File: config.mk
export PLATFORM = sky130hd
export DESIGN_NAME = gs_front
export DESIGN_NICKNAME = d
export VERILOG_FILES = /design/src/sv/gs_pkg.sv /design/src/sv/gs_front.sv
export SDC_FILE = /design/constraint.sdc
export NUM_CORES = 1
export LEC_CHECK = 0
export BUFFER_PORTS_ARGS = -buffer_cell sky130_fd_sc_hd__buf_4
export CAP_MARGIN = 25
export CORE_ASPECT_RATIO = 1.4
export CORE_MARGIN = 2
export CORE_UTILIZATION = 40
export DETAILED_ROUTE_END_ITERATION = 10
export PLACE_DENSITY_LB_ADDON = 0.12
export SLEW_MARGIN = 40
export SYNTH_ARGS = -nofsm -noshare
export SYNTH_HDL_FRONTEND = slang
export SYNTH_SLANG_ARGS = --single-unit
export TNS_END_PERCENT = 100
File: constraint.sdc
create_clock -name clk -period 2.8 [get_ports clk]
set_input_delay 0.14 -clock clk [delete_from_list [all_inputs] [get_ports clk]]
set_output_delay 0.14 -clock clk [all_outputs]
set_load 0.05 [all_outputs]
File: src/sv/gs_pkg.sv
// ----------------------------------------------------------------------------
// gs_pkg
// Shared types, codes and helpers of the Gauss-Seidel solver.
// ----------------------------------------------------------------------------
package gs_pkg;

    localparam int MAX_UNKNOWNS = 16;
    localparam int IDX_W        = $clog2(MAX_UNKNOWNS);
    localparam int CNT_W        = $clog2(MAX_UNKNOWNS + 1);
    localparam int ADDR_W       = 2 * IDX_W;
    localparam int COEF_DEPTH   = MAX_UNKNOWNS * MAX_UNKNOWNS;
    localparam int ACC_W        = 48 + CNT_W;
    localparam int DIVN_W       = 48;
    localparam int CQ_DEPTH     = 4;
    localparam int CQ_PTR_W     = $clog2(CQ_DEPTH);

    // input modes
    localparam logic [1:0] MODE_LOAD_A = 2'd0;
    localparam logic [1:0] MODE_LOAD_B = 2'd1;
    localparam logic [1:0] MODE_START  = 2'd2;

    // result status codes
    localparam logic [1:0] STAT_OK    = 2'd0;
    localparam logic [1:0] STAT_DIAG  = 2'd1;
    localparam logic [1:0] STAT_LIMIT = 2'd2;

    // configuration register indexes
    localparam logic [1:0] REG_SIZE  = 2'd0;
    localparam logic [1:0] REG_TOL   = 2'd1;
    localparam logic [1:0] REG_MAXIT = 2'd2;

    typedef struct packed {
        logic [1:0]         mode;
        logic [3:0]         row;
        logic [3:0]         col;
        logic signed [31:0] value;
    } gs_in_t;

    typedef struct packed {
        logic [1:0]         status;
        logic [3:0]         index;
        logic signed [31:0] solution;
        logic [15:0]        sweeps;
        logic               last;
    } gs_out_t;

    typedef enum logic [1:0] {
        CMD_LOAD_A,
        CMD_LOAD_B,
        CMD_START
    } gs_kind_t;

    typedef struct packed {
        gs_kind_t           kind;
        logic [IDX_W-1:0]   row;
        logic [IDX_W-1:0]   col;
        logic signed [31:0] value;
    } gs_cmd_t;

    typedef struct packed {
        logic        valid;
        logic [1:0]  index;
        logic [31:0] data;
    } gs_cfg_wr_t;

    typedef struct packed {
        logic               start;
        logic               num_neg;
        logic [DIVN_W-1:0]  num_mag;
        logic signed [31:0] den;
    } gs_div_req_t;

    typedef struct packed {
        logic               done;
        logic signed [31:0] quo;
    } gs_div_rsp_t;

    typedef enum logic [4:0] {
        S_IDLE,
        S_DIAG_RD,
        S_DIAG_CHK,
        S_NRM_DRD,
        S_NRM_DGET,
        S_NRM_RD,
        S_NRM_DIV,
        S_NRM_WAIT,
        S_NRM_RHS,
        S_NRM_RWAIT,
        S_SW_INIT,
        S_SW_RD,
        S_SW_MUL,
        S_SW_ACC,
        S_SW_WR,
        S_DN_SQ,
        S_DN_ADD,
        S_DECIDE,
        S_EMIT
    } gs_state_t;

    function automatic logic signed [31:0] sat_acc(input logic signed [ACC_W-1:0] v);
        logic signed [ACC_W-1:0] hi;
        logic signed [ACC_W-1:0] lo;
        hi = ACC_W'(32'sh7FFF_FFFF);
        lo = -ACC_W'(33'sh0_8000_0000);
        if (v > hi)
            return 32'sh7FFF_FFFF;
        else if (v < lo)
            return 32'sh8000_0000;
        else
            return v[31:0];
    endfunction

endpackage

File: src/sv/gs_front.sv
// ----------------------------------------------------------------------------
// gs_front
// Accepts input items, drops unused ones and queues commands for the engine.
// ----------------------------------------------------------------------------
module gs_front (
    input  logic            clk,
    input  logic            rst_n,
    input  logic            push,
    output logic            full,
    input  gs_pkg::gs_in_t  item,
    output logic            cmd_valid,
    input  logic            cmd_ready,
    output gs_pkg::gs_cmd_t cmd
);
    import gs_pkg::*;

    gs_cmd_t               q_mem [CQ_DEPTH];
    logic [CQ_PTR_W-1:0]   wptr_reg, wptr_next;
    logic [CQ_PTR_W-1:0]   rptr_reg, rptr_next;
    logic [CQ_PTR_W:0]     cnt_reg, cnt_next;
    logic                  keep;
    logic                  wr_en;
    logic                  rd_en;
    gs_cmd_t               cls;

    // classify
    always_comb
    begin
        keep       = 1'b0;
        cls.kind   = CMD_LOAD_A;
        cls.row    = IDX_W'(item.row);
        cls.col    = IDX_W'(item.col);
        cls.value  = item.value;
        case (item.mode)
            MODE_LOAD_A:
            begin
                cls.kind = CMD_LOAD_A;
                keep = (32'(item.row) < MAX_UNKNOWNS) && (32'(item.col) < MAX_UNKNOWNS);
            end
            MODE_LOAD_B:
            begin
                cls.kind = CMD_LOAD_B;
                keep = 32'(item.row) < MAX_UNKNOWNS;
            end
            MODE_START:
            begin
                cls.kind = CMD_START;
                keep = 1'b1;
            end
            default: keep = 1'b0;
        endcase
    end

    assign full      = (cnt_reg == (CQ_PTR_W+1)'(CQ_DEPTH));
    assign cmd_valid = (cnt_reg != '0);
    assign cmd       = q_mem[rptr_reg];
    assign wr_en     = push && !full && keep;
    assign rd_en     = cmd_valid && cmd_ready;

    always_comb
    begin
        wptr_next = wr_en ? wptr_reg + 1'b1 : wptr_reg;
        rptr_next = rd_en ? rptr_reg + 1'b1 : rptr_reg;
        cnt_next  = cnt_reg + (CQ_PTR_W+1)'(wr_en) - (CQ_PTR_W+1)'(rd_en);
    end

    always_ff @(posedge clk or negedge rst_n)
    begin
        if (!rst_n)
        begin
            wptr_reg <= '0;
            rptr_reg <= '0;
            cnt_reg  <= '0;
        end
        else
        begin
            wptr_reg <= wptr_next;
            rptr_reg <= rptr_next;
            cnt_reg  <= cnt_next;
        end
    end

    always_ff @(posedge clk)
    begin
        if (wr_en)
            q_mem[wptr_reg] <= cls;
    end

endmodule

==> flow_metrics.py <==
metrics = {
    "yosys": {
        "ys_top_cells_by_count": "168 x edfxtp_1, 38 x mux4_2, 7 x dfrtp_1, 7 x inv_1, 6 x ha_1",
        "synth_nets": 311,
        "yosysSeqAreaShare": 0.7947,
        "syn_area_sq_um": 6569,
        "async_flop_share": 0.04000,
        "synth-seq-cells": 175,
        "synth_edf_count": 168,
        "synth_top_area_share": 0.7680,
        "synth.distinct_cells": 20,
        "yosys.area.top_type": "edfxtp_1",
        "ys_top_cells_by_area": "edfxtp_1 77%, mux4_2 13%, dfrtp_1 2.7%",
        "ys_warn_count": 0,
        "netlist_instances": 258,
        "synthFlopType": "edfxtp_1",
        "yosysMostFrequentCell": "edfxtp_1",
        "synth.avg_cell_area_sq_um": 25.46,
    },
    "grt": {
        "groute.usage.overall": 0.1403,
        "grt_max_degree": 32,
        "antenna_found_initial": 0,
        "grt-ovfl-total": 0,
        "grt_pass1_wl_mm": 18.25,
        "grt_pass1_vias": 3298,
    },
    "place": {
        "dp.cells": 547,
        "dpl.hpwl_mm": 7.156,
        "finalWeightedCongestion": 0.6639,
        "port_buffers": 89,
    },
    "cells_and_area": {
        "fin_cells": 620,
        "drive_gt1_frac": 0.4252,
        "n_antenna_cell": 0,
        "finalNetCount": 461,
        "area_growth_pct": 30.36,
        "largest_reg_flops": 168,
    },
    "clock_tree": {
        "cts.repair.resized": 0,
        "cts_tree": "yes",
        "root_buffer": "clkbuf_16",
        "clk_transition_reported_paths_ps": 70,
        "postCtsHoldBufs": 41,
        "cts.path.max_buffers": 2,
        "cts_buffers": 17,
        "worstSkewPairLatency_ps": 420,
        "cts_max_level": 4,
        "cts_setup_buffers": 0,
        "cts.sinks": 175,
    },
    "detailed_routing": {
        "post_drt_wl_per_cell_microns": 19.09,
        "detail-route-antenna-nets": 0,
        "drcViolationCount": 0,
        "viasPerCell": 4.992,
        "drt_wl_total_mm": 11.83,
        "drt-initial-drc-count": 171,
        "num_vias": 3095,
        "firstDrtPassIters": 4,
    },
    "setup_path": {
        "crit_chain": "buf_4 > mux4_2 > buf_4",
        "cp.required_ps": 2660,
        "path_buf_inv": 2,
        "cp-end-kind": "primary output",
        "cp_max_fo": 25,
        "cpMostUsedCell": "buf_4",
        "cp-startpoint": "rptr_reg[0]",
        "cp_top_family": "flip-flops",
        "path_class": "flop to primary output",
        "max_stage_delay_ps": 760,
        "worst_setup_path_start_kind": "flop",
        "rr_startpoint": "cnt_reg[2]",
        "worst-r2r-setup-slack_ps": 550,
        "crit_arrival_ps": 2220,
        "cp_slowest_cell": "dfrtp_4",
    },
    "power_and_ir_drop": {
        "power_w": 0.009710,
        "p_per_area_nw_per_um2": 1134,
        "p_leak_nw": 3.010,
        "max-vdd-ir-drop_mv": 0.5828,
    },
    "floorplan": {
        "fp.dieArea_sq_um": 17480,
        "core_sq_um": 16100,
        "die_w_microns": 112.3,
        "start_util": 0.4079,
        "fp-row-count": 55,
        "die_h_microns": 155.6,
        "io_pins": 90,
    },
    "timing": {
        "fin_skew_ps": 16.66,
        "finalHoldViolCount": 0,
        "fin_tns_setup_ps": 0,
        "finalCritPeriodShare": 0.8445,
        "maxSlewHeadroom": 0.5213,
        "fmax_mhz": 422.9,
        "setup_viol": 0,
        "maxSlewViolCount": 0,
        "rsz0062_at_grt": "false",
        "worst_slew_pin_slew_ps": 718.1,
        "period_needed_ps": 2365,
    },
    "outcome": {
        "status": "finished, final reports clean",
    },
    "run": {
        "cap_violations": 0,
    },
    "min_path": {
        "hold_class": "input port to asynchronous set/reset pin",
    },
}
## worst reg2reg max path, cell delays in order, from the launching register on
cell and delay, ps:
dfrtp_1 420, nor3b_4 180, a211oi_4 280, inv_1 80, ha_1 290, inv_1 50, ha_1 130, inv_1 50
fa_1 370, xnor2_1 180, xnor2_1 140
## cells by family (layout without fill, tap and decap cells)
kind of cell | Yosys count | after routing | share of synthesized area
flip-flops | 175 | 175 | 0.7947
AO/OA/AOI/OAI | 2 | 2 | 0.004381
adder cells (fa/ha/maj) | 7 | 7 | 0.01448
AND/OR/NAND/NOR | 9 | 9 | 0.01009
buffers and inverters | 17 | 180 | 0.02171
multiplexers | 43 | 43 | 0.1480
XOR/XNOR | 5 | 5 | 0.006666
## cells in the final DEF, fill, tap and decap left out
cell,netlist,final
bufinv_16,0,1
edfxtp_1,168,168
dlygate4sd3_1,0,41
o31a_1,1,1
and2_2,0,4
ha_1,6,6
nand2_1,1,1
mux4_1,4,4
nor2b_1,2,2
dfrtp_2,0,1
mux2_2,1,1
dfrtp_1,7,5
nor3b_4,1,1
buf_12,4,6
xnor2_1,4,4
buf_4,0,94
or3_1,1,1
clkinv_8,0,4
a211oi_4,1,1
fa_1,1,1
inv_8,0,3
dfrtp_4,0,1
inv_1,7,7
xor2_1,1,1
clkinv_4,0,1
inv_6,0,6
mux4_2,38,38
clkbuf_16,0,17
## area by class of cell
cell class                 instances  area [sq um]
fill                            1323          7540
sequential                       175          5225
timing repair buffer             141          1236
multi-input combinational         66          1211
clock buffer                      17         425.4
tap                              199         249.0
clock inverter                    15         190.2
inverter                           7         26.28
## worst paths after layout
check	cells after the start	to
min in group clk	3	wptr_reg[0]
hold / removal	2	cnt_reg[2]
hold reg to reg	1	wptr_reg[1]
max in group asynchronous	2	rptr_reg[0]
setup reg to reg	10	cnt_reg[2]
setup / recovery	3	cmd[5]
## per-stage QoR
step	area, sq um	util	worst slack [ps]	hold slack, ps
final	8563	0.5318	435.3	66.25
after global routing	8563	0.5318	284.9	54.64
after CTS	8563	0.5318	355.7	48.38
after detailed placement	7537	0.4681	557.1	-37.11
after global placement	7537	0.4681	591.6	-41.27
after floorplan	6569	-	433.6	-155.6
## per-layer routing
metal | vias up | wire length, microns | GRT usage
met4 | 0 | 108 | 0.04704
li1 | 1389 | - | -
met5 | - | 0 | 0
met2 | 62 | 6259 | 0.2367
met3 | 8 | 458 | 0.03846
met1 | 1636 | 5008 | 0.1768
## where the power goes
group | switching, W | internal [W]
registers | 0.000313 | 0.00334
clock network | 0.00109 | 0.00129
logic | 0.00227 | 0.00141
total | 0.00367 | 0.00604
(Power assumes the default switching activity.)
